### config.mk
export PLATFORM = sky130hd
export DESIGN_NAME = rsnc_div_stage
export DESIGN_NICKNAME = d
export VERILOG_FILES = /design/src/sv/rsnc_pkg.sv /design/src/sv/rsnc_div_stage.sv
export SDC_FILE = /design/constraint.sdc
export NUM_CORES = 1
export LEC_CHECK = 0
export ABC_CLOCK_PERIOD_IN_PS = 15100
export BUFFER_PORTS_ARGS = -buffer_cell sky130_fd_sc_hd__buf_2
export CAP_MARGIN = 20
export CORE_AREA = 2 2 182 184
export CTS_CLUSTER_SIZE = 8
export DETAILED_ROUTE_END_ITERATION = 7
export DIE_AREA = 0 0 184 186
export PLACE_DENSITY = 0.77
export SETUP_SLACK_MARGIN = 0.2
export SLEW_MARGIN = 30
export SYNTH_ARGS = -nofsm -noshare
export SYNTH_HDL_FRONTEND = slang
export SYNTH_SLANG_ARGS = --single-unit
### constraint.sdc
create_clock -name clk -period 15.1 [get_ports clk]
set_input_delay 4.53 -clock clk [delete_from_list [all_inputs] [get_ports clk]]
set_output_delay 4.53 -clock clk [all_outputs]
set_load 0.02 [all_outputs]
### src/sv/rsnc_pkg.sv
// shared types, constants and helpers for the ray cell-boundary step
package rsnc_pkg;

  localparam int CoordW = 32;                 // q16.16 coordinate width
  localparam int GapW   = 17;                 // gap magnitude, 1 to 65536 lsb
  localparam int FaceW  = 34;                 // face in offset form, signed
  localparam int DvdW   = 52;                 // dividend width, gap << 32 padded
  localparam int Bps    = 4;                  // quotient bits per divider stage
  localparam int NDiv   = DvdW / Bps;         // divider stages
  localparam int TW     = DvdW;               // ray parameter width
  localparam int SumW   = 35;                 // signed offset sum width
  localparam int AdvW   = 33;                 // clipped advance width

  localparam logic [TW-1:0]     TInf     = {TW{1'b1}};
  localparam logic [CoordW-1:0] SignBias = 32'h8000_0000;
  localparam logic [AdvW-1:0]   AdvMax   = {AdvW{1'b1}};

  typedef struct packed {
    logic [CoordW-1:0]       u;      // start in offset binary
    logic signed [FaceW-1:0] face;   // target face in offset binary
    logic [CoordW-1:0]       mag;    // |heading|
    logic                    neg;    // heading negative
  } axis_t;

  typedef struct packed {
    logic [CoordW-1:0] rem;
    logic [DvdW-1:0]   quot;
    logic [DvdW-1:0]   dvd;
  } div_t;

  // clamp an offset value to the int32 range and return two's complement bits
  function automatic logic [CoordW-1:0] sat_off(input logic signed [SumW-1:0] off);
    logic [CoordW-1:0] r;
    if (off < 0) begin
      r = '0;
    end else if (off > $signed({3'b000, {CoordW{1'b1}}})) begin
      r = '1;
    end else begin
      r = off[CoordW-1:0];
    end
    return r ^ SignBias;
  endfunction

endpackage

### src/sv/rsnc_div_stage.sv
// one stage of the restoring divider, 4 quotient bits per stage
module rsnc_div_stage (
  input  logic            clk,
  input  logic            en,
  input  rsnc_pkg::axis_t ax_in,
  input  rsnc_pkg::div_t  dv_in,
  output rsnc_pkg::axis_t ax,
  output rsnc_pkg::div_t  dv
);

  rsnc_pkg::div_t dv_next;
  logic [rsnc_pkg::CoordW:0] r;

  always_comb begin
    dv_next = dv_in;
    r = '0;
    for (int b = 0; b < rsnc_pkg::Bps; b++) begin
      r = {dv_next.rem, dv_next.dvd[rsnc_pkg::DvdW-1]};
      dv_next.dvd = {dv_next.dvd[rsnc_pkg::DvdW-2:0], 1'b0};
      if (r >= {1'b0, ax_in.mag}) begin
        r = r - {1'b0, ax_in.mag};
        dv_next.quot = {dv_next.quot[rsnc_pkg::DvdW-2:0], 1'b1};
      end else begin
        dv_next.quot = {dv_next.quot[rsnc_pkg::DvdW-2:0], 1'b0};
      end
      dv_next.rem = r[rsnc_pkg::CoordW-1:0];
    end
  end

  always_ff @(posedge clk) begin
    if (en) begin
      ax <= ax_in;
      dv <= dv_next;
    end
  end

endmodule

# == Word level (Yosys, flattened, before mapping) ==
# Cells that the tools add are included.
# word_totals
regBits,231
latchBits,0
ramBits,0
romBits,0
input_bits,237
out_inout_bits,235
word_cells,23
n_memories,0
# op_classes
add_sub_neg,4
n_mul,0
div,0
magnitude_cmp,4
n_eq_ne,0
shifts,0
mux,8
bitwise_logic,0
reduce_logical,0
# op_table
cell,n
$ge A33 B32 Y1,4
$mux W32,4
$sub A32 B32 Y32,4
$mux W1,4

# == Depth between registers and ports, before layout ==
# depth
depth_word,8
mapped_depth,58
ltp_nobuf,49

# == Worst setup path after synthesis ==
# No wires, ideal clock.
# synth_path
path_kind,in2reg
startpoint,input ax_in[12] (netlist bit)
endpoint,register dv[107] (netlist bit) (data pin)
arrival_ns,15.627
required_time_ns,14.840
slack_ns,-0.787
cell_stages,57
n_path_buf,10
path_cell_list,inv_1 > ha_1 > buf_2 > nand4_1 > nor3_2 > o21ai_2 > a2111oi_4 > o211ai_1 > and2_1 > buf_2 > clkinv_1 > buf_1 > clkbuf_1 > a21oi_1 > ha_1 > a21o_1 > a21o_1 > a221o_1 > (+21 left out) > nand2_1 > buf_1 > mux2_2 > ha_1 > a21oi_1 > o21bai_1 > o2111a_1 > a221o_1 > and3_1 > o31ai_1 > nor3_1 > o41a_1 > nor3_1 > o21ai_0 > a31o_1 > buf_6 > buf_6 > mux2_4
# synth_lines
item,line,source
start: declaration,rsnc_div_stage.sv:5,"input rsnc_pkg::axis_t ax_in,"
end signal: assignment,rsnc_div_stage.sv:33,dv <= dv_next;
end: declaration,rsnc_div_stage.sv:8,output rsnc_pkg::div_t dv

==> Flow_metrics.wiki <==
{| class="wikitable"
! Metric !! Value
|-
| Run status || finished clean
|-
| Maximum clock frequency || 0.0672 GHz
|-
| Weighted congestion reported at the end of routability-driven placement || 0.952
|-
| Drt wl/cell || 20.2 microns
|-
| Launching element type of the critical path || input port
|-
| Main flop type after synthesis || edfxtp_1
|-
| CP startpoint || ax_in[2]
|-
| Worst setup path end || dv[128]
|-
| Share of the clock period used by the worst path after layout || 98.6%
|-
| Leakage power || 0.0110 uW
|-
| Standard cell core area || 32200 sq um
|-
| Via total after detailed routing || 14900
|-
| Setup repair after global routing missed its margin || yes
|-
| Most common cell on crit path || o21ai_2
|-
| Kind of end point of the critical path || flip-flop
|-
| Distinct cells, synth || 77
|-
| Synthesis warning total || 0
|-
| Global-route usage over all layers || 29.0%
|-
| Final setup TNS || 0 ps
|-
| Max_cap viols || 0
|-
| 1st-pass router iterations || 6
|-
| Number of failing hold endpoints at the final stage || 0
|-
| Normalized max-slew margin || 42.9%
|-
| Count of routing violations after the opening detailed-route iteration || 1233
|-
| Horiz. Die Dim || 184 microns
|-
| Die boundary height || 186 microns
|-
| Setup violators final || 0
|-
| Final Hold Slack || 4190 ps
|-
| Synthesized area per cell || 11.3 sq um
|-
| Dominant cells by area after synthesis || edfxtp_1 46%, ha_1 11%, mux2_2 4.5%
|-
| I/O pin count || 472
|-
| IR drop worst, VDD || 0.151 mV
|-
| Initial antenna violation count || 1
|-
| Total gr overflow || 0
|-
| Master cell of the clock root buffer || clkbuf_16
|-
| Num rows || 66
|-
| Maximum buffer depth of the clock tree || 3
|-
| Synthesized area || 14900 sq um
|-
| Commonest cells post-synth || 231 x edfxtp_1, 128 x ha_1, 121 x a21oi_1
|-
| Number of placed cells counting well taps || 2614
|-
| Cell count after synthesis || 1316
|-
| Proportion of layout cells with a drive suffix above 1 || 54.5%
|-
| # hold bufs at CTS || 0
|-
| Async set or reset register ratio after synthesis || 0%
|-
| Biggest fanout along the worst timing path || 9
|-
| Overall die area || 34200 sq um
|-
| Hold/Removal Path Class || input port to flip-flop
|-
| DR DRC count || 0
|-
| Post-Place Cell Area || 21200 sq um
|-
| CTS tree || yes
|-
| Number of levels the H-tree was split into || 2
|-
| Initial Util || 46.3%
|-
| Final Max Slew Viols || 0
|-
| Crit path time final || 14890 ps
|-
| Layout fillers || 2162
|-
| Net count of the finished layout || 2681
|-
| Ratio of total power to cell area || 242 nW/um^2
|-
| Slowest cell on crit path || o41a_1
|-
| Total number of clock tree sinks || 231
|-
| Non-Filler Cell Area, Final || 23700 sq um
|-
| Number of routed nets with antenna violations || 0
|-
| Growth of design area from synthesis to finish || 59.0%
|-
| Startpoint-to-endpoint class of the critical path || input port to flip-flop
|-
| Maximum number of pins on one net before global-route repair || 83
|-
| Biggest cell delay along the critical path || 460 ps
|-
| Flops & latches, synth || 231
|-
| Worst Max-Slew Pin Slew || 857 ps
|-
| Dominant cell type by area after synthesis || edfxtp_1
|-
| Via count of the first global-routing pass || 14200
|-
| Required arrival time at the worst endpoint || 15360 ps
|-
| Signal arrival time at the worst endpoint || 15140 ps
|-
| Clock transition at the registers of the reported paths || 50 ps
|-
| Area share of the largest cell type after synthesis || 46.5%
|-
| EDFF count, synth || 231
|-
| Wire length of the first global-routing pass || 76400 microns
|-
| Sequential area share after synthesis || 46.5%
|-
| TritonCTS Buffers || 35
|-
| Non-filler instance count after layout || 2725
|-
| Via-per-instance ratio || 5.45
|-
| Most frequent cell after synthesis || edfxtp_1
|-
| Number of buffers inserted by port buffering || 463
|-
| Post-DP HPWL || 41500 microns
|-
| Post-Route WL || 54900 microns
|}
==> metrics by stage <==
stage / power, uW / worst slack (ps) / utilization (%)
after floorplan: 3220 / 225 / -
after global placement: 4500 / -806 / 65.8
after detailed placement: 4620 / -879 / 65.8
after CTS: 5460 / 211 / 70.4
after global routing: 6060 / -27.3 / 73.7
final: 5760 / 211 / 73.7
==> worst min path at each step <==
stage	from	endpoint	slack (ps)	depth (start not counted)
global route	dv_in[25]	dv[29]	4180	1
finish	dv_in[32]	dv[36]	4190	1
floorplan	ax_in[0]	ax[0]	4630	0
detailed placement	dv_in[20]	dv[24]	4710	1
CTS	ax_in[77]	ax[77]	4180	1
global placement	dv_in[66]	dv[70]	4710	1
==> kinds of logic (layout without fill, tap and decap cells) <==
logic type / count (synthesis) / after routing / share of synthesized area (%)
multiplexers: 99 / 99 / 8.11
flip-flops: 231 / 231 / 46.5
AND/OR/NAND/NOR: 284 / 284 / 9.21
adder cells (fa/ha/maj): 132 / 132 / 11.3
XOR/XNOR: 103 / 103 / 6.04
other: 1 / 5 / 0.0251
AO/OA/AOI/OAI: 360 / 360 / 15.8
buffers and inverters: 106 / 1103 / 3.07
==> layer usage <==
layer,GRT usage [%],routed length [microns],up-vias
li1,-,-,6959
met1,37.0,22100,7136
met2,50.6,27000,645
met3,4.72,4010,111
met4,8.67,1800,0
met5,0,0,-
==> worst max-delay path: cells and delay by family <==
kind	cells	cell delay, ps
multiplexers	2	620
buffers and inverters	11	1590
AND/OR/NAND/NOR	9	1140
adder cells (fa/ha/maj)	4	1220
AO/OA/AOI/OAI	27	6020
==> area by class of cell <==
class / instances / area [sq um] / area share [%]
repair buffers: 988 / 6560 / 27.6
inverters: 74 / 305 / 1.29
well taps: 408 / 510 / 2.15
clock buffers: 36 / 880 / 3.71
diodes: 1 / 2.50 / 0.0105
multi-input cells: 982 / 8500 / 35.8
clock inverters: 5 / 46.3 / 0.195
flip-flops and latches: 231 / 6940 / 29.2
==> placed cells by master, fill, tap and decap left out, types with 7 or more instances in the layout <==
cell       count
clkbuf_16     39
o21ai_0       47
o211ai_1      11
nand4_1       13
nor2b_1       12
buf_6         22
nand3_1       13
a31oi_1        9
inv_2         11
xor2_1        25
or3_1          8
o21ai_2        8
a211oi_1      11
a21o_1        45
nand2_1       58
inv_1         57
mux2i_1        7
nor2_1        90
buf_2        458
a21oi_2       19
o21bai_1      16
buf_4        492
ha_4          32
a21oi_1       96
mux2_4        36
o21ai_1        8
xnor2_1       77
nand2b_1      17
o21a_1        14
nor3_1        19
and3_1         7
edfxtp_1     231
a21oi_4        7
ha_1          94
mux2_2        53
==> report_power, final <==
group          internal (uW)  leakage, uW  switching [uW]
Clock                    411     0.000456             260
Combinational           2260      0.00830            1900
Sequential               898      0.00226            23.4
==> what timing repair did <==
item | 4_1_cts | 5_1_grt
gates cloned | 1 | 4
gates resized for setup | 59 | 149
buffers inserted | 34 | 30
pin swaps | 27 | 79
setup endpoints to repair | 33 | 33
==> sequential cells by signal (all words and copies together), names as in the netlist <==
signal	flops
ax	99
dv	132
Note: power is estimated with default switching activity, not from simulation.
