**src/sv/rsnc_pkg.sv**
```systemverilog
// shared types, constants and helpers for the ray cell-boundary step
package rsnc_pkg;

  localparam int CoordW = 32;                 // q16.16 coordinate width
  localparam int GapW   = 17;                 // gap magnitude, 1 to 65536 lsb
  localparam int FaceW  = 34;                 // face in offset form, signed
  localparam int DvdW   = 52;                 // dividend width, gap << 32 padded
  localparam int Bps    = 4;                  // quotient bits per divider stage
  localparam int NDiv   = DvdW / Bps;         // divider stages
  localparam int TW     = DvdW;               // ray parameter width
  localparam int SumW   = 35;                 // signed offset sum width
  localparam int AdvW   = 33;                 // clipped advance width

  localparam logic [TW-1:0]     TInf     = {TW{1'b1}};
  localparam logic [CoordW-1:0] SignBias = 32'h8000_0000;
  localparam logic [AdvW-1:0]   AdvMax   = {AdvW{1'b1}};

  typedef struct packed {
    logic [CoordW-1:0]       u;      // start in offset binary
    logic signed [FaceW-1:0] face;   // target face in offset binary
    logic [CoordW-1:0]       mag;    // |heading|
    logic                    neg;    // heading negative
  } axis_t;

  typedef struct packed {
    logic [CoordW-1:0] rem;
    logic [DvdW-1:0]   quot;
    logic [DvdW-1:0]   dvd;
  } div_t;

  // clamp an offset value to the int32 range and return two's complement bits
  function automatic logic [CoordW-1:0] sat_off(input logic signed [SumW-1:0] off);
    logic [CoordW-1:0] r;
    if (off < 0) begin
      r = '0;
    end else if (off > $signed({3'b000, {CoordW{1'b1}}})) begin
      r = '1;
    end else begin
      r = off[CoordW-1:0];
    end
    return r ^ SignBias;
  endfunction

endpackage

```
**src/sv/rsnc_advance.sv**
```systemverilog
// advance by heading times t, or snap to the face; two register stages
module rsnc_advance (
  input  logic                         clk,
  input  logic                         en_mul,
  input  logic                         en_out,
  input  rsnc_pkg::axis_t              ax_in,
  input  logic                         snap_in,
  input  logic [rsnc_pkg::TW-1:0]      tmin,
  output logic [rsnc_pkg::CoordW-1:0]  coord
);

  rsnc_pkg::axis_t ax;
  logic            snap;
  logic [63:0]     p_lo;
  logic [48:0]     p_hi;
  logic [49:0]     adv_full;
  logic [rsnc_pkg::AdvW-1:0] adv;
  logic signed [rsnc_pkg::SumW-1:0] sadv;
  logic signed [rsnc_pkg::SumW-1:0] sum;
  logic [rsnc_pkg::CoordW-1:0] coord_next;

  always_ff @(posedge clk) begin
    if (en_mul) begin
      ax   <= ax_in;
      snap <= snap_in;
      p_lo <= {32'h0, ax_in.mag} * {32'h0, tmin[31:0]};
      p_hi <= {17'h0, ax_in.mag} * {32'h0, tmin[48:32]};
    end
  end

  always_comb begin
    adv_full = {1'b0, p_hi} + {18'h0, p_lo[63:32]};
    adv  = (adv_full > {17'h0, rsnc_pkg::AdvMax}) ? rsnc_pkg::AdvMax
                                                 : adv_full[rsnc_pkg::AdvW-1:0];
    sadv = ax.neg ? -$signed({2'b00, adv}) : $signed({2'b00, adv});
    sum  = $signed({3'b000, ax.u}) + sadv;
    if (snap) begin
      coord_next = rsnc_pkg::sat_off({ax.face[rsnc_pkg::FaceW-1], ax.face});
    end else begin
      coord_next = rsnc_pkg::sat_off(sum);
    end
  end

  always_ff @(posedge clk) begin
    if (en_out) begin
      coord <= coord_next;
    end
  end

endmodule

```
**config.mk**
```make
export PLATFORM = sky130hd
export DESIGN_NAME = rsnc_advance
export DESIGN_NICKNAME = d
export VERILOG_FILES = /design/src/sv/rsnc_pkg.sv /design/src/sv/rsnc_advance.sv
export SDC_FILE = /design/constraint.sdc
export NUM_CORES = 2
export LEC_CHECK = 0
export CAP_MARGIN = 15
export CORE_MARGIN = 10
export CORE_UTILIZATION = 50
export DETAILED_ROUTE_END_ITERATION = 10
export DONT_BUFFER_PORTS = 1
export GPL_TIMING_DRIVEN = 0
export SLEW_MARGIN = 0
export SYNTH_ARGS = -nofsm -noshare
export SYNTH_HDL_FRONTEND = slang
export SYNTH_SLANG_ARGS = --single-unit
```
**constraint.sdc**
```tcl
create_clock -name clk -period 11.95 [get_ports clk]
set_input_delay 0.5975 -clock clk [delete_from_list [all_inputs] [get_ports clk]]
set_output_delay 0.5975 -clock clk [all_outputs]
set_load 0.05 [all_outputs]
```
# Word-level counts from Yosys, hierarchy flattened
# Cells that the tools add are included.
dict set report classes {
  add_sub_neg 3
  mux 9
  multipliers 2
  bitwise 2
  magnitude_cmp 5
}
# operator n
set ops {}
lappend ops {{$mux 32} 7}
lappend ops {{$mul 32x32->64} 1}
lappend ops {{$add 49x32->50} 1}
lappend ops {{$gt 50x33->1 const B} 1}
lappend ops {{$mul 32x17->49} 1}
lappend ops {{$add 33x35->35} 1}
lappend ops {{$gt 35x33->1 const B} 1}
lappend ops {{$lt 35x1->1 const B} 1}
lappend ops {{$mux 35} 1}
lappend ops {{$neg 33->35} 1}
lappend ops {{$gt 34x33->1 const B} 1}
lappend ops {{$lt 34x1->1 const B} 1}
lappend ops {{$mux 33} 1}
lappend ops {{$not 1->1} 2}
dict set report totals {
  output_inout_bits 32
  inputBits 155
  elab_cells 28
  reg_bits 213
}

# Longest topological paths before layout
dict set report logic_depth {
  depth_word 12
  mapped_depth 41
  depth_no_buf 38
}

# Worst setup path after synthesis
# OpenSTA, ideal clock, no wires.
dict set report synth_path {
  path_kind {register -> register}
  startpoint {register p_lo[56]}
  endpoint {register coord[31] (netlist name), data pin}
  t_required_ns 11.693
  path_buffers 4
  arrival_ns 8.184
  path_slack_ns 3.509
  stages_incl_launch_ff 42
  setup_ns 0.257
  synth_period_minus_slack_ns 8.441
  cell_sequence {edfxtp_1 -> ha_1 -> buf_2 -> a21o_1 -> a211oi_1 -> o21ai_0 -> a211oi_1 -> mux2_1 -> a2111oi_0 -> nand3_1 -> nor4_2 -> nand4_2 -> or2_1 -> buf_4 -> clkbuf_1 -> nor2_1 -> ha_1 -> inv_1 -> (+6 left out) -> nand3_1 -> o21ai_0 -> a22o_1 -> ha_1 -> a21o_1 -> a21o_1 -> a21o_1 -> a21oi_1 -> a21oi_1 -> a2111oi_0 -> o31ai_1 -> nand4_1 -> o2111ai_1 -> nor4_1 -> o211ai_1 -> o32a_1 -> buf_2 -> a32o_1}
}
dict set report synth_between {
  elab_chain_len 12
  elab_cells_between_ends 13
  cone_classes {add/sub (3); order compare (3); mux (6); bitwise (1)}
}
# element line_no
set synth_lines {}
lappend synth_lines {{start, declared} rsnc_advance.sv:14} ;# logic [63:0] p_lo;
lappend synth_lines {{start signal, assigned} rsnc_advance.sv:26} ;# p_lo <= {32'h0, ax_in.mag} * {32'h0, tmin[31:0]};
lappend synth_lines {{$add 49x32->50 (*)} rsnc_advance.sv:32} ;# adv_full = {1'b0, p_hi} + {18'h0, p_lo[63:32]};
lappend synth_lines {{$gt 50x33->1} rsnc_advance.sv:33} ;# adv = (adv_full > {17'h0, rsnc_pkg::AdvMax}) ? rsnc_pkg::AdvMax
lappend synth_lines {{$mux 33 (*)} rsnc_advance.sv:33}
lappend synth_lines {{$neg 33->35} rsnc_advance.sv:35} ;# sadv = ax.neg ? -$signed({2'b00, adv}) : $signed({2'b00, adv});
lappend synth_lines {{$mux 35 (*)} rsnc_advance.sv:35}
lappend synth_lines {{$add 33x35->35 (*)} rsnc_advance.sv:36} ;# sum = $signed({3'b000, ax.u}) + sadv;
lappend synth_lines {{$gt 35x33->1} rsnc_pkg.sv:36} ;# end else if (off > $signed({3'b000, {CoordW{1'b1}}})) begin
lappend synth_lines {{$mux 32} rsnc_pkg.sv:36}
lappend synth_lines {{$mux 32 (*)} rsnc_pkg.sv:34} ;# if (off < 0) begin
lappend synth_lines {{$mux 32 (*)} rsnc_advance.sv:37} ;# if (snap) begin
lappend synth_lines {{$not 1->1 (no source line) (*)} n/a}
lappend synth_lines {{$mux 32 (*)} rsnc_advance.sv:37}
lappend synth_lines {{via coord_next (one bit)} rsnc_advance.sv:20} ;# logic [rsnc_pkg::CoordW-1:0] coord_next;
lappend synth_lines {{end signal, assigned} rsnc_advance.sv:46} ;# coord <= coord_next;
lappend synth_lines {{end, declared} rsnc_advance.sv:9} ;# output logic [rsnc_pkg::CoordW-1:0] coord
# Mark *: on every way through the listed nets, which the timed path passes. The rest lies on a longest branch. The select of a mux whose other input is x is not followed.
# A chain may end at the register's enable or synchronous reset.

# Worst setup path after layout
dict set report layout_path {
  startpoint {register p_lo[32]}
  endpoint {register coord[31] (netlist name), data pin}
}
# Same word-level chain as after synthesis.

==> metrics.txt <==
status=finished clean; Port Buffer Count=0; grt met3 use=7.81%; post-DP HPWL=180000 um; RSZ-0062 raised after global routing=false; Post-Synthesis Cells=6599; Synth cell types=100; CP delay by family, top=compound AO/OA/AOI/OAI gates; synthesized area=59500 um2; TritonCTS Buffers=17; syn nets=8549; Setup CP Type=flip-flop to flip-flop; vias per inst=5.64; CP max stage cell=a2111oi_0; FF+latch count, synth=181; Post-Synth XOR/XNOR Area=1.74%; average wire per standard cell=25.6 um; Max Transition Viols Final=0; DRT Pass-1 Iters=6; ratio of cells with drive above 1 in the final layout=1.54%; largest net degree at the start of global routing=150; DRT iter0 DRCs=4169; DRC Markers=0; Area growth syn-to-layout=4.59%; critical path's most frequent cell=a21oi_1; maximum clock frequency=0.0899 GHz; IO Count=187; Initial Utilization=50.4%; Final Hold Viols=0; Fin Hold WS=0.223 ns; simple-gate area share of the yosys netlist=15.9%; row cnt=126; total number of vias=46.4k; fillers=11.1k; initial antenna violation count=28; Post-Synth Adder-Cell Area=54.7%; Final Critical Period=11.12 ns; min setup slack post-route=0.832 ns; routing usage on met1=41.4%; CP peak stage delay=0.89 ns; Yosys Warn Count=0; Die ar.=133000 um2; register area share after synthesis=9.13%; clock skew=0.0135 ns; H-Tree Depth=4; post-route ant nets=0; Die Span X=365 um; Most used DFF post-synth=edfxtp_1; dpl ws=0.802 ns; Clock Latency Late Sink=0.46 ns; GRT Max-Usage Layer=met2; Syn Area/Cell=9.02 um2; Hold Path Class=input port to flip-flop; clock slew at reported path FFs=0.08 ns; deepest clock path buffer count=2; Post-CTS Resized=0; total congestion overflow=0; MaxCap Viol Count=0; Final Util=52.7%; Slew @ Worst Pin=1.33 ns; buffer and inverter count on the worst path=4; WP data required=12.17 ns; mux share of post-synthesis cell area=0.379%; met2 usage=51.4%; first-pass GRT wire length=314000 um; CTS Sinks=181; GPL Wtd Cong=1.01; Post-synth EDFFs=181; Slew Limit Headroom=11.3%; Root Buffer=clkbuf_16; layout net count=8576; hold buffer count at cts=0; setup TNS after final layout=0 ns; peak fanout along the critical path=10; asr flop ratio synth=0%; drt total wl=210000 um; fin crit share=93.0%; startpoint types=flip-flop; complex-gate fraction of the synthesized area=6.64%; Die H=365 um; Setup crit end kind=flip-flop; vias in the first global route=48.2k; gr usage total=32.1%; core area=118000 um2; main combinational cell family by area after synthesis=adder cells; CTS tree=done; CP arrival=11.33 ns; Post-CTS Setup Repair Bufs=0; Final setup viols=0
-- synth_stat cells (32+ instances only) --
master | n | share of area [%]
fa_1 | 1346 | 45
xor2_1 | 42 | 0.62
clkbuf_1 | 334 | 2.1
nor3_1 | 32 | 0.27
o21a_1 | 41 | 0.52
ha_1 | 449 | 9.4
nand2_1 | 1318 | 8.3
xnor2_1 | 76 | 1.1
inv_1 | 1456 | 9.2
o21ai_0 | 107 | 0.90
nor2_1 | 145 | 0.91
nand3_1 | 37 | 0.31
a21o_1 | 63 | 0.79
edfxtp_1 | 181 | 9.1
and2_1 | 390 | 4.1
a21oi_1 | 143 | 1.2
-- registers in the layout, summed over array words and instances (netlist names) --
signal / cells
ax: 67
coord: 32
p_hi: 49
p_lo: 32
snap: 1
-- final timing paths --
check	from	to	cells after the start	slack, ns
min reg2reg	ax[56]	coord[23]	2	0.68
max reg2reg	p_lo[32]	coord[31]	41	0.83
max	p_lo[32]	coord[31]	41	0.83
min	ax_in[55]	ax[55]	0	0.22
-- layout by cell type (no fill, tap or decap), types with 41 or more instances in the layout --
cell | netlist | layout
edfxtp_1 | 181 | 181
xor2_1 | 42 | 42
o21a_1 | 41 | 41
fa_1 | 1346 | 1346
o21ai_0 | 107 | 107
ha_1 | 449 | 449
a21o_1 | 63 | 63
xnor2_1 | 76 | 76
inv_1 | 1456 | 1456
clkbuf_1 | 334 | 335
nor2_1 | 145 | 145
a21oi_1 | 143 | 143
and2_1 | 390 | 390
nand2_1 | 1318 | 1318
-- per-layer routing --
layer | share of wire [%] | up-vias
li1 | - | 19933
met3 | 10 | 451
met5 | 0.16 | -
met4 | 5.1 | 14
met2 | 46 | 2243
met1 | 39 | 23715
-- metrics by stage --
stage / cells / area (um2)
6_report: 8215 / 62200
5_1_grt: 8193 / 62200
4_1_cts: 8172 / 62100
3_5_place_dp: 8140 / 61500
3_3_place_gp: 8135 / 61400
2_1_floorplan: 6599 / 59500
-- layout make-up --
class	instances	area (um2)	share of cell area, %
clock inverter	14	158	0.253
buffer	359	1380	2.22
timing repair buffer	8	125	0.201
tap	1536	1920	3.09
sequential	181	5440	8.73
antenna	40	100	0.161
multi-input combinational	4603	47200	75.9
clock buffer	18	429	0.690
inverter	1456	5470	8.78
-- cell families after synthesis --
family / Yosys count
adders and majority gates: 1795
DFF: 181
AOI/OAI and AO/OA: 576
muxes: 22
xor gates and xnor gates: 118
buffers and inverters: 1815
and+or+nand+nor: 2092
Power is left out: the tool's default activity adds up to more than one toggle a clock period on the data nets, which glitch-free logic cannot reach.
