===== config.mk =====
export PLATFORM = sky130hd
export DESIGN_NAME = rsnc_prep
export DESIGN_NICKNAME = d
export VERILOG_FILES = /design/src/sv/rsnc_pkg.sv /design/src/sv/rsnc_prep.sv
export SDC_FILE = /design/constraint.sdc
export NUM_CORES = 1
export LEC_CHECK = 0
export ABC_AREA = 0
export ABC_CLOCK_PERIOD_IN_PS = 3400
export BUFFER_PORTS_ARGS = -buffer_cell sky130_fd_sc_hd__buf_2
export CORE_MARGIN = 8
export CORE_UTILIZATION = 46
export DETAILED_ROUTE_END_ITERATION = 10
export HOLD_SLACK_MARGIN = 0.08
export PLACE_DENSITY_LB_ADDON = 0.12
export REMOVE_ABC_BUFFERS = 1
export SLEW_MARGIN = 5
export SYNTH_ARGS = -nofsm -noshare
export SYNTH_HDL_FRONTEND = slang
export SYNTH_SLANG_ARGS = --single-unit

===== constraint.sdc =====
create_clock -name clk -period 3.4 [get_ports clk]
set_input_delay 0.51 -clock clk [delete_from_list [all_inputs] [get_ports clk]]
set_output_delay 0.51 -clock clk [all_outputs]
set_load 0.05 [all_outputs]

===== src/sv/rsnc_pkg.sv =====
// shared types, constants and helpers for the ray cell-boundary step
package rsnc_pkg;

  localparam int CoordW = 32;                 // q16.16 coordinate width
  localparam int GapW   = 17;                 // gap magnitude, 1 to 65536 lsb
  localparam int FaceW  = 34;                 // face in offset form, signed
  localparam int DvdW   = 52;                 // dividend width, gap << 32 padded
  localparam int Bps    = 4;                  // quotient bits per divider stage
  localparam int NDiv   = DvdW / Bps;         // divider stages
  localparam int TW     = DvdW;               // ray parameter width
  localparam int SumW   = 35;                 // signed offset sum width
  localparam int AdvW   = 33;                 // clipped advance width

  localparam logic [TW-1:0]     TInf     = {TW{1'b1}};
  localparam logic [CoordW-1:0] SignBias = 32'h8000_0000;
  localparam logic [AdvW-1:0]   AdvMax   = {AdvW{1'b1}};

  typedef struct packed {
    logic [CoordW-1:0]       u;      // start in offset binary
    logic signed [FaceW-1:0] face;   // target face in offset binary
    logic [CoordW-1:0]       mag;    // |heading|
    logic                    neg;    // heading negative
  } axis_t;

  typedef struct packed {
    logic [CoordW-1:0] rem;
    logic [DvdW-1:0]   quot;
    logic [DvdW-1:0]   dvd;
  } div_t;

  // clamp an offset value to the int32 range and return two's complement bits
  function automatic logic [CoordW-1:0] sat_off(input logic signed [SumW-1:0] off);
    logic [CoordW-1:0] r;
    if (off < 0) begin
      r = '0;
    end else if (off > $signed({3'b000, {CoordW{1'b1}}})) begin
      r = '1;
    end else begin
      r = off[CoordW-1:0];
    end
    return r ^ SignBias;
  endfunction

endpackage


===== src/sv/rsnc_prep.sv =====
// per-axis face selection and gap, registered
module rsnc_prep (
  input  logic                          clk,
  input  logic                          en,
  input  logic [rsnc_pkg::CoordW-1:0]   start,
  input  logic [rsnc_pkg::CoordW-1:0]   heading,
  output rsnc_pkg::axis_t               ax,
  output rsnc_pkg::div_t                dv
);

  rsnc_pkg::axis_t                ax_next;
  logic [rsnc_pkg::GapW-1:0]      gap;
  logic                           pos;
  logic signed [rsnc_pkg::FaceW-1:0] fl;
  logic [15:0]                    frac;

  always_comb begin
    ax_next.u   = start ^ rsnc_pkg::SignBias;
    ax_next.neg = heading[rsnc_pkg::CoordW-1];
    ax_next.mag = ax_next.neg ? (~heading + 32'd1) : heading;
    pos  = (heading != '0) && !ax_next.neg;
    frac = ax_next.u[15:0];
    fl   = $signed({2'b00, ax_next.u[31:16], 16'h0000});
    if (pos) begin
      ax_next.face = fl + 34'sd65536;
      gap = (frac == 16'h0) ? 17'h10000 : (17'h10000 - {1'b0, frac});
    end else if (frac != 16'h0) begin
      ax_next.face = fl;
      gap = {1'b0, frac};
    end else begin
      ax_next.face = fl - 34'sd65536;
      gap = 17'h10000;
    end
  end

  always_ff @(posedge clk) begin
    if (en) begin
      ax      <= ax_next;
      dv.rem  <= '0;
      dv.quot <= '0;
      dv.dvd  <= {{(rsnc_pkg::DvdW-rsnc_pkg::GapW-32){1'b0}}, gap, 32'h0};
    end
  end

endmodule


* Word level (Yosys, flattened, before mapping)
Cells that the tools add are included.
** Storage, ports and cells
- Flip-flop bits (word level) :: 116
- Word-level logic and storage cells :: 23
- Output and inout bits :: 235
- Bits of input ports :: 66
** Cells by class
- $add $sub $neg :: 4
- Multiplexer cells :: 6
- Bitwise gates (word level) :: 2
- Reductions and logical operators :: 5
** Operator list (count)
- 2-to-1 mux 34 bit :: 2
- 2-to-1 mux 17 bit :: 3
- adder 32 x 17 -> 33 bit (second input constant) :: 1
- subtractor 32 x 17 -> 33 bit (second input constant) :: 1
- adder 32 x 1 -> 32 bit (second input constant) :: 1
- NOT 32 bit :: 1
- nonzero test 32 bit :: 1
- 2-to-1 mux 31 bit :: 1
- subtractor 17 x 16 -> 17 bit (first input constant) :: 1
- zero test 16 bit :: 1
- nonzero test 16 bit :: 1
- logical AND 1 bit :: 1
- zero test 1 bit :: 1
- NOT 1 bit :: 1

* Logic depth before layout (Yosys ltp)
Gate-level depths: netlist of the first run.
- Word-level depth :: 4
- Depth in mapped cells :: 9
- Mapped depth without buffers :: 9

* Least setup slack after synthesis of the first run
OpenSTA, ideal clock, no wires.
- Path type :: input port to flip-flop
- Start point :: input port heading[1] (netlist bit)
- End point :: register ax[52] (netlist bit), data pin
- Stages on the path :: 9
- Setup time :: 0.260 ns
- Path slack :: 0.598 ns
- Arrival time :: 2.543 ns
- Buffers on the path :: 1
- Data required time :: 3.140 ns
- Path through :: inv_1 ha_1 or4b_2 or2_2 clkbuf_1 or3_1 nor3_1 nor3_1 xnor2_1
** RTL lines
- start: declaration :: RTL line rsnc_prep.sv:6 : input logic [rsnc_pkg::CoordW-1:0] heading,
- end signal: assignment :: RTL line rsnc_prep.sv:38 : ax <= ax_next;
- end: declaration :: RTL line rsnc_prep.sv:7 : output rsnc_pkg::axis_t ax,

* Worst setup path in the final report of the first run
- Start point :: input port heading[1] (netlist bit)
- End point :: register dv[43] (netlist bit), data pin
** On the way
- Cells in the longest elaborated chain, start to end :: 3
** Ends and longest elaborated chain
- nonzero test 32 bit :: RTL line rsnc_prep.sv:21 : pos = (heading != '0) && !ax_next.neg;
- logical AND 1 bit :: RTL line rsnc_prep.sv:21
- 2-to-1 mux 17 bit :: RTL line rsnc_prep.sv:24 : if (pos) begin
- via gap, one bit :: RTL line rsnc_prep.sv:12 : logic [rsnc_pkg::GapW-1:0] gap;
- end: declaration :: RTL line rsnc_prep.sv:8 : output rsnc_pkg::div_t dv
The timed path passes the listed nets, and every way through them passes these cells.
A chain may end at the register's enable or synchronous reset.

==> summary.txt, run 1 <==
Clocking
  – Clk buf depth: 2
  – Cts bufs inserted: 9
  – CTS tree: yes
  – Clock tree root driver cell: clkbuf_16
  – H-tree levels: 3
  – Clock Sinks: 100
  – Post-CTS Setup Inserts: 0
  – CTS resizes: 0
  – Hold Buf Count CTS: 0
  – CTS clock-pin slew for the worst setup and hold paths: 70 ps

Synthesis
  – Yosys top cell area share: 0.5252
  – Count of cell types in the netlist: around 50
  – Seq/Total Area, Yosys: 0.5252
  – Gate Count Post-Synth: roughly 490
  – Ys async rst share: 0
  – Post-synthesis simple-gate area fraction: 0.1162
  – Post-synthesis mux area share: 0.003939
  – Synth Area in Compound Gates: 0.07112
  – Area leader, netlist: edfxtp_1
  – Synth Area in Adders: 0.008753
  – Synth area leaders: edfxtp_1, buf_4, xnor2_1
  – Post-synthesis register bit count: 100
  – EDFF count, synth: 100
  – Most used DFF post-synth: edfxtp_1
  – Post-synthesis xor/xnor area fraction: 0.07965
  – YS warnings: 0
  – Main combinational cell family by area after synthesis: buffers and inverters
  – Syn avg cell area: 11.60 sq um
  – Mapped cell area: 5718 sq um

Timing
  – # setup viols final: 0
  – Slew HR: 0.5273
  – Fin. max-slew vios: 0
  – Final Hold Vio Count: 0
  – Period utilization: 0.8370
  – Fmax: ~350 MHz
  – Worst Max-Slew Pin Slew: 709.1 ps
  – Setup TNS: 0 ps
  – RSZ-0062 raised after global routing: no
  – Fin crit period: ~2800 ps

Floorplanning
  – I/O pins: 301
  – Die area: 16,250 sq um
  – Die height: 127.5 microns
  – Initial Utilization: 0.4741
  – Chip width: 127.5 microns
  – Core ar.: 12,060 sq um
  – Row Count: 40

Hold path
  – Hold wc startpoint: heading[0]
  – Worst Hold Depth: 1
  – Worst min-delay path class: in -> reg
  – Hold Path Sink: ax[1]

Place
  – Post-placement cell count: approximately 800
  – Post-DP HPWL: 11.35 mm
  – Number of port buffers: 165
  – RD Place Congestion: 0.8336

Worst setup path
  – CP dominant cell by count: buf_4
  – Slowest cell delay on critical path: 600 ps
  – Buffers and inverters on the worst path: 4
  – Crit-path max FO: 15
  – Arrival @ worst endpoint: around 3000 ps
  – Worst Setup End Kind: flop
  – Required @ worst endpoint: 3490 ps
  – Startpoint Class: input pin
  – Critical setup path kind: in -> reg
  – CP max stage cell: or4b_2
  – CP top delay family: simple AND/OR/NAND/NOR gates
  – Critical path cell sequence: buf_2 -> inv_1 -> ha_1 -> or4b_2 -> nor4_1 -> buf_4 -> a31oi_2 -> buf_4 -> nand2_1 -> mux2_2

Routing
  – Vias per inst: 4.632
  – Pre-antenna DRT Iters: 4
  – DRC: 0
  – Vias: 3,877
  – Routed WL: 14.51 mm
  – Post-route ant nets: 0
  – Initial drt markers: 240
  – DR WL/cell: roughly 17 microns

Flow run
  – Max Cap Viol: 0

Pwr
  – Leakage: around 0.0027 uW
  – Peak VDD IR: 0.2575 mV
  – Pwr dens: about 540 nW/um^2

Outcome
  – Outcome: completed

GRT
  – Antenna violations before repair: 3
  – First-pass GRT wire length: 21.53 mm
  – Vias in the first global route: just over 4,000
  – Grt total ovfl: 0
  – Gr usage total: 0.1693
  – Largest net degree at the start of global routing: 65

Layout
  – Layout Nets: roughly 730
  – Commonest non-fill, non-tap cell in the layout: buf_2
  – Layout cells sized above 1: 0.3003
  – Area grow syn2layout: 14.03%
  – Final std cells w/o fill: 837
  – Fill cells: 1,060
  – Most frequent cells in the layout: buf_2, conb_1, edfxtp_1
==> per-stage QoR <==
stage / total power [uW] / hold WS (ps) / setup slack (ps) / cell area (sq um) / util
2_1_floorplan: 2358 / 608.9 / 460.1 / 5150 / -
3_3_place_gp: 2598 / 729.8 / 169.6 / 6252 / 0.5184
3_5_place_dp: 2601 / 739.6 / 173.6 / 6252 / 0.5184
4_1_cts: 3522 / 382.4 / 528.7 / 6513 / 0.5399
5_1_grt: 3619 / 375.1 / 375.5 / 6520 / 0.5406
6_report: 3496 / 393.8 / 554.1 / 6520 / 0.5406
==> state kept, by name, summed over array words and instances, names as in the netlist <==
| name | count |
|---|---|
| ax | 83 |
| dv | 17 |
==> worst max path at each step <==
stage	startpoint	endpoint	slack (ps)	cells after the start
after global routing	heading[1]	ax[65]	380	10
after detailed placement	heading[1]	dv[43]	170	10
final	heading[1]	dv[43]	550	10
after floorplan	heading[1]	ax[56]	460	8
after CTS	heading[1]	dv[43]	530	10
after global placement	heading[1]	ax[65]	170	10
==> cells by family after synthesis <==
group           after synthesis
buf+inv                     159
simple gates                117
flops                       100
compound gates               58
xor+xnor                     52
fa+ha+maj                     4
mux                           2
other cells                   1
==> where the power goes <==
group          switching (uW)  internal [uW]
logic                     902            164
registers                28.8           1490
clock network             427            488
==> synthesized netlist by cell type (3+ instances only) <==
cell type,n
and3_1,5
a21oi_1,12
nor2_1,20
nor4_1,10
o31ai_1,14
a31oi_1,4
buf_4,135
and2_1,3
nand2_1,18
o41ai_1,3
ha_1,4
edfxtp_1,100
nand2b_1,5
nor3_1,15
o21ai_0,15
xor2_1,7
nand3_1,9
or2_2,3
clkbuf_1,9
or3_1,9
inv_1,11
or4_1,4
xnor2_1,45
==> layer usage <==
layer  GRT usage  up-vias  wire, microns
met5           0        -              0
li1            -     1837              -
met4     0.07558        0            297
met1      0.1840     1822           5673
met3     0.05241       21           1229
met2      0.2978      197           7313
==> layout make-up <==
cell class              instances  area (sq um)  area share
clock inverters                 6         31.28    0.004798
diodes                          3         7.507    0.001151
well taps                     168         210.2     0.03224
flip-flops and latches        100          3003      0.4606
repair buffers                171         885.9      0.1359
clock buffers                  10         229.0     0.03512
multi-input cells             368          2112      0.3239
inverters                      11         41.29    0.006333
Power figures use the tool's default switching activity.
==> run 2: changes to the inputs <==
- ABC_CLOCK_PERIOD_IN_PS: 3400 -> 2950
- clock period: 3.4 -> 2.95 ns (I/O delays scaled with it)
==> run 2 against run 1 <==
  * Flip-flop and latch count is the same
  * Largest cell class unchanged
  * Sequential share of layout area decreased by 0.83 points
  * Global-route usage increased by 0.37 points
==> summary.txt, run 2 (synthesized netlist as in run 1, its figures left out) <==
Routing
  – Vias: 4,004 (+3.3%)
  – Post-route ant nets: 0 (unchanged)
  – Initial drt markers: 260 (+8.3%)
  – DRC: 0 (unchanged)
  – DR WL/cell: 17.37 microns (+0.15%)
  – Routed WL: 14.69 mm (+1.2%)
  – Pre-antenna DRT Iters: 4 (unchanged)
  – Vias per inst: 4.733 (+2.2%)

Floorplanning
  – Initial Utilization: 0.4741 (unchanged)
  – I/O pins: 301 (unchanged)
  – Core ar.: 12,060 sq um (unchanged)
  – Chip width: 127.5 microns (unchanged)
  – Die height: 127.5 microns (unchanged)
  – Die area: 16,250 sq um (unchanged)
  – Row Count: 40 (unchanged)

Pwr
  – Leakage: 0.002824 uW (+2.7%)
  – Internal power: 2637 uW (+23%)
  – Clk network pwr share: 0.291 (+0.029)
  – Register share of total power: 0.416 (-0.018)
  – Switching power: 1567 uW (+15%)
  – Sw frac: 0.3727 (-0.01562)
  – Peak VDD IR: 0.3470 mV (+35%)
  – Pwr dens: 633.2 nW/um^2 (+18%)
  – Comb pwr share: 0.293 (-0.012)

Worst setup path
  – Worst Setup End Kind: flop
  – Arrival @ worst endpoint: 2730 ps (-200 ps)
  – Slowest cell delay on critical path: 630 ps (+30 ps)
  – Buffers and inverters on the worst path: 3 (-1)
  – Startpoint Class: input pin
  – Required @ worst endpoint: 3040 ps (-450 ps)
  – Critical path cell sequence: buf_2 -> inv_1 -> ha_1 -> or4b_2 -> nor4_1 -> buf_4 -> a31o_2 -> and3_1 -> a31oi_1 -> xnor2_1
  – CP max stage cell: or4b_2
  – Critical setup path kind: in -> reg
  – CP top delay family: simple AND/OR/NAND/NOR gates
  – Crit-path max FO: 7 (-8)

GRT
  – Grt total ovfl: 0 (unchanged)
  – Vias in the first global route: 4,279 (+3.9%)
  – First-pass GRT wire length: 22.07 mm (+2.5%)
  – Gr usage total: 0.1731 (+0.003730)
  – Antenna violations before repair: 3 (unchanged)
  – Largest net degree at the start of global routing: 65 (unchanged)

Timing
  – Worst Max-Slew Pin Slew: 526.4 ps (-182.7 ps)
  – Fin. max-slew vios: 0 (unchanged)
  – Fmax: approximately 380 MHz
  – Period utilization: 0.8933
  – Setup TNS: 0 ps (unchanged)
  – # setup viols final: 0 (unchanged)
  – RSZ-0062 raised after global routing: no
  – Final Hold Vio Count: 0 (unchanged)
  – Fin crit period: 2635 ps
  – Slew HR: 0.6459 (+0.1186)

Place
  – Post-DP Area: 6327 sq um (+1.2%)
  – Post-DP HPWL: 11.61 mm (+2.3%)
  – RD Place Congestion: 0.8344 (about the same)
  – Number of port buffers: 165 (unchanged)

Layout
  – Layout Nets: 741 (+1.4%)
  – Commonest non-fill, non-tap cell in the layout: buf_2
  – Area grow syn2layout: 16.13%
  – Post-route cell area: 6640 sq um (+1.8%)
  – Layout cells sized above 1: 0.3126 (+0.01229)
  – Post-Route Utilization: 0.5505 (+0.009959)
  – Biggest register: ax
  – Max FFs per register: 83 (unchanged)
  – Regs by FF count: ax (83), dv (17)
  – Most frequent cells in the layout: buf_2, conb_1, edfxtp_1

Hold path
  – Worst min-delay path class: in -> reg

Clocking
  – H-tree levels: 3 (unchanged)
  – CTS resizes: 0 (unchanged)
  – Hold Buf Count CTS: 0 (unchanged)
  – Post-CTS Setup Inserts: 0 (unchanged)
  – Cts bufs inserted: 9 (unchanged)
  – Clock tree root driver cell: clkbuf_16
  – CTS clock-pin slew for the worst setup and hold paths: 70 ps (about the same)
  – Clk buf depth: 2 (unchanged)
  – Clock Sinks: 100 (unchanged)
  – CTS tree: yes

Outcome
  – Outcome: completed

Flow run
  – Max Cap Viol: 0 (unchanged)
==> run 2: cell count changes in the layout (fill, tap and decap cells not counted) <==
cell	delta
clkinvlp_4	-1
buf_4	+10
clkbuf_1	-1
bufinv_16	+2
clkinv_1	-1
==> run 2: worst paths after layout <==
path | from | endpoint | slack, ps | cells after the start
worst max-delay path | heading[1] | ax[59] | 310 | 10
worst min-delay path | heading[0] | ax[1] | 330 | 1
==> run 2: power groups by stage <==
stage               combinational [uW]  clock, uW  sequential (uW)
finish                            1230       1220             1750
global route                      1280       1300             1760
CTS                               1230       1250             1750
detailed placement                1220          0             1780
global placement                  1220          0             1780
floorplan                          486          0             2230
==> run 2: layout make-up <==
| type | instances | area (sq um) |
|---|---|---|
| flip-flops and latches | 100 | 3003 |
| repair buffers | 181 | 960.9 |
| clock buffers | 9 | 225.2 |
| diodes | 3 | 7.507 |
| inverters | 11 | 41.29 |
| multi-input cells | 368 | 2112 |
| clock inverters | 6 | 80.08 |
| well taps | 168 | 210.2 |
| fillers | 1055 | 5421 |
==> run 2: through the flow <==
stage               hold slack, ps  setup WS, ps  total power (uW)  cells
finish                       329.9         314.7              4204    846
global route                 323.0         108.9              4348    846
CTS                          313.2         316.3              4230    843
detailed placement           673.6        -29.41              3005    828
global placement             662.3         7.772              2999    828
floorplan                    541.4         77.58              2718    479
==> run 2: layer usage <==
metal	global-route usage	wire, microns	vias to the layer above
met2	0.3084	7610	203
met3	0.05158	1172	18
met5	0	0	-
met1	0.1844	5635	1927
li1	-	-	1856
met4	0.08118	273	0
==> run 3: changes to the inputs <==
- CELL_PAD_IN_SITES_DETAIL_PLACEMENT: not set -> 1
- CELL_PAD_IN_SITES_GLOBAL_PLACEMENT: not set -> 2
- CORE_UTILIZATION: 46 -> 27
- CTS_CLUSTER_SIZE: not set -> 14
- GPL_TIMING_DRIVEN: not set -> 0
==> run 3 against run 2 <==
  * Routed wire length up 11%
  * Largest cell class unchanged
  * Core utilization down 23 points
  * Flip-flop and latch count unchanged
  * Via count down 3.1%
  * Final area up 0.92%
  * Die area up 61%
  * Global-route usage down 5.2 points
  * Clock power down 7%
  * Total power down 2.1%
==> summary.txt, run 3 (synthesized netlist as in run 1, its figures left out) <==
Layout
  – Post-route cell area: 6701 sq um (+0.92%)
  – Area grow syn2layout: 17.20%
  – Regs by FF count: ax (83), dv (17)
  – Layout cells sized above 1: 0.3057 (-0.006870)
  – Max FFs per register: 83 (unchanged)
  – Ant diodes: 0 (-3)
  – Final std cells w/o fill: 939 (+11%)
  – Most frequent cells in the layout: buf_2, conb_1, edfxtp_1
  – Biggest register: ax
  – Layout Nets: 729 (-1.6%)
  – Fill cells: 2,466 (+130%)
  – Commonest non-fill, non-tap cell in the layout: buf_2
  – Post-Route Utilization: 0.3208 (-0.2297)

Timing
  – Worst Hold Slack: 309.0 ps (-20.92 ps)
  – Fmax: 362.7 MHz (-4.4%)
  – RSZ-0062 raised after global routing: no
  – # setup viols final: 0 (unchanged)
  – Period utilization: 0.9347 (+0.04139)
  – Fin. max-slew vios: 0 (unchanged)
  – Worst Max-Slew Pin Slew: 749.8 ps (+223.4 ps)
  – Fin crit period: 2757 ps (+122.1 ps)
  – Final Hold Vio Count: 0 (unchanged)
  – Slew HR: 0.5001 (-0.1457)

Worst setup path
  – Worst Setup End Kind: flop
  – Critical path cell sequence: buf_2 -> inv_1 -> ha_1 -> or4b_2 -> or2_2 -> or3_1 -> nor3_1 -> nor3_1 -> xnor2_1
  – CP max stage cell: or4b_2
  – Slowest cell delay on critical path: 670 ps (+40 ps)
  – Arrival @ worst endpoint: 2860 ps (+130 ps)
  – CP top delay family: simple AND/OR/NAND/NOR gates
  – Startpoint Class: input pin
  – Buffers and inverters on the worst path: 2 (-1)
  – Crit-path max FO: 9 (+2)
  – Required @ worst endpoint: 3050 ps (about the same)
  – Critical setup path kind: in -> reg
  – CP dominant cell by count: nor3_1

Place
  – RD Place Congestion: 0.7119 (-15%)
  – Number of port buffers: 165 (unchanged)
  – Post-DP HPWL: 12.92 mm (+11%)
  – Post-DP Area: 6371 sq um (+0.69%)
  – Post-placement cell count: 921 (+11%)

Floorplanning
  – Chip width: 161.5 microns (+27%)
  – I/O pins: 301 (unchanged)
  – Core ar.: 20,890 sq um (+73%)
  – Row Count: 53 (+33%)
  – Die area: 26,090 sq um (+61%)
  – Initial Utilization: 0.2737 (-0.2003)
  – Die height: 161.5 microns (+27%)

Routing
  – DRC: 0 (unchanged)
  – DR WL/cell: 17.41 microns (+0.25%)
  – Post-route ant nets: 0 (unchanged)
  – Vias per inst: 4.130 (-13%)
  – Routed WL: 16.35 mm (+11%)
  – Vias: 3,878 (-3.1%)
  – Pre-antenna DRT Iters: 4 (unchanged)
  – Initial drt markers: 88 (-66%)

GRT
  – Gr usage total: 0.1214 (-0.05167)
  – Largest net degree at the start of global routing: 55 (-15%)
  – Vias in the first global route: 4,395 (+2.7%)
  – First-pass GRT wire length: 24.76 mm (+12%)
  – Antenna violations before repair: 3 (unchanged)
  – Grt total ovfl: 0 (unchanged)

Clocking
  – Cts bufs inserted: 9 (unchanged)
  – Clock tree root driver cell: clkbuf_16
  – CTS clock-pin slew for the worst setup and hold paths: 70 ps (about the same)
  – H-tree levels: 3 (unchanged)
  – CTS tree: yes
  – Clock Sinks: 100 (unchanged)
  – Hold Buf Count CTS: 0 (unchanged)
  – Clk buf depth: 2 (unchanged)

Pwr
  – Peak VDD IR: 0.2705 mV (-22%)
  – Leakage: 0.002784 uW (-1.4%)
  – Pwr dens: 614.3 nW/um^2 (-3.0%)

Outcome
  – Outcome: completed

Flow run
  – Max Cap Viol: 0 (unchanged)

Hold path
  – Worst min-delay path class: in -> reg
-- run 3: cell types whose count changed in the layout (fill, tap and decap cells not counted), sizes merged --
cell    delta
bufinv     -2
clkinv     +2
diode      -3
buf       -12
inv        +1
-- run 3: path summary, 6_finish.rpt --
check | startpoint | endpoint | slack [ps] | cells after the start
max | heading[1] | ax[52] | 190 | 9
min | start[10] | ax[77] | 310 | 1
-- run 3: metrics by stage --
step	TNS [ps]	setup WS (ps)	power [uW]
final	0	192.6	4117
after global routing	0	60.93	4286
after CTS	0	38.20	4178
after detailed placement	-6536	-442.4	3016
after global placement	-14110	-806.8	3006
after floorplan	0	77.58	2718
-- run 3: what timing repair did --
item	in CTS	in global routing
pin swaps	0	1
setup buffers	2	0
endpoints found under the setup margin	4	9
resized for setup	2	3
-- run 3: power by group --
group | total (uW) | switching (uW) | leakage, uW | internal, uW
clock | 1130 | 556 | 0.000133 | 576
sequential | 1740 | 30.8 | 0.000977 | 1710
combinational | 1240 | 1050 | 0.00167 | 192
-- run 3: metal layers --
layer  vias up  global-route usage  wire, microns
li1       1817                   -              -
met1      1867              0.1326           6457
met2       168              0.2017           7880
met3        20             0.06617           1802
met4         6             0.03157            167
met5         -                   0             39
-- run 3: area by class of cell --
class	count	area [sq um]	share of cell area
clock buffer	9	225.2	0.03361
inverter	11	41.29	0.006161
timing repair buffer	169	885.9	0.1322
multi-input combinational	368	2151	0.3209
sequential	100	3003	0.4481
tap	275	344.1	0.05134
clock inverter	7	51.30	0.007655
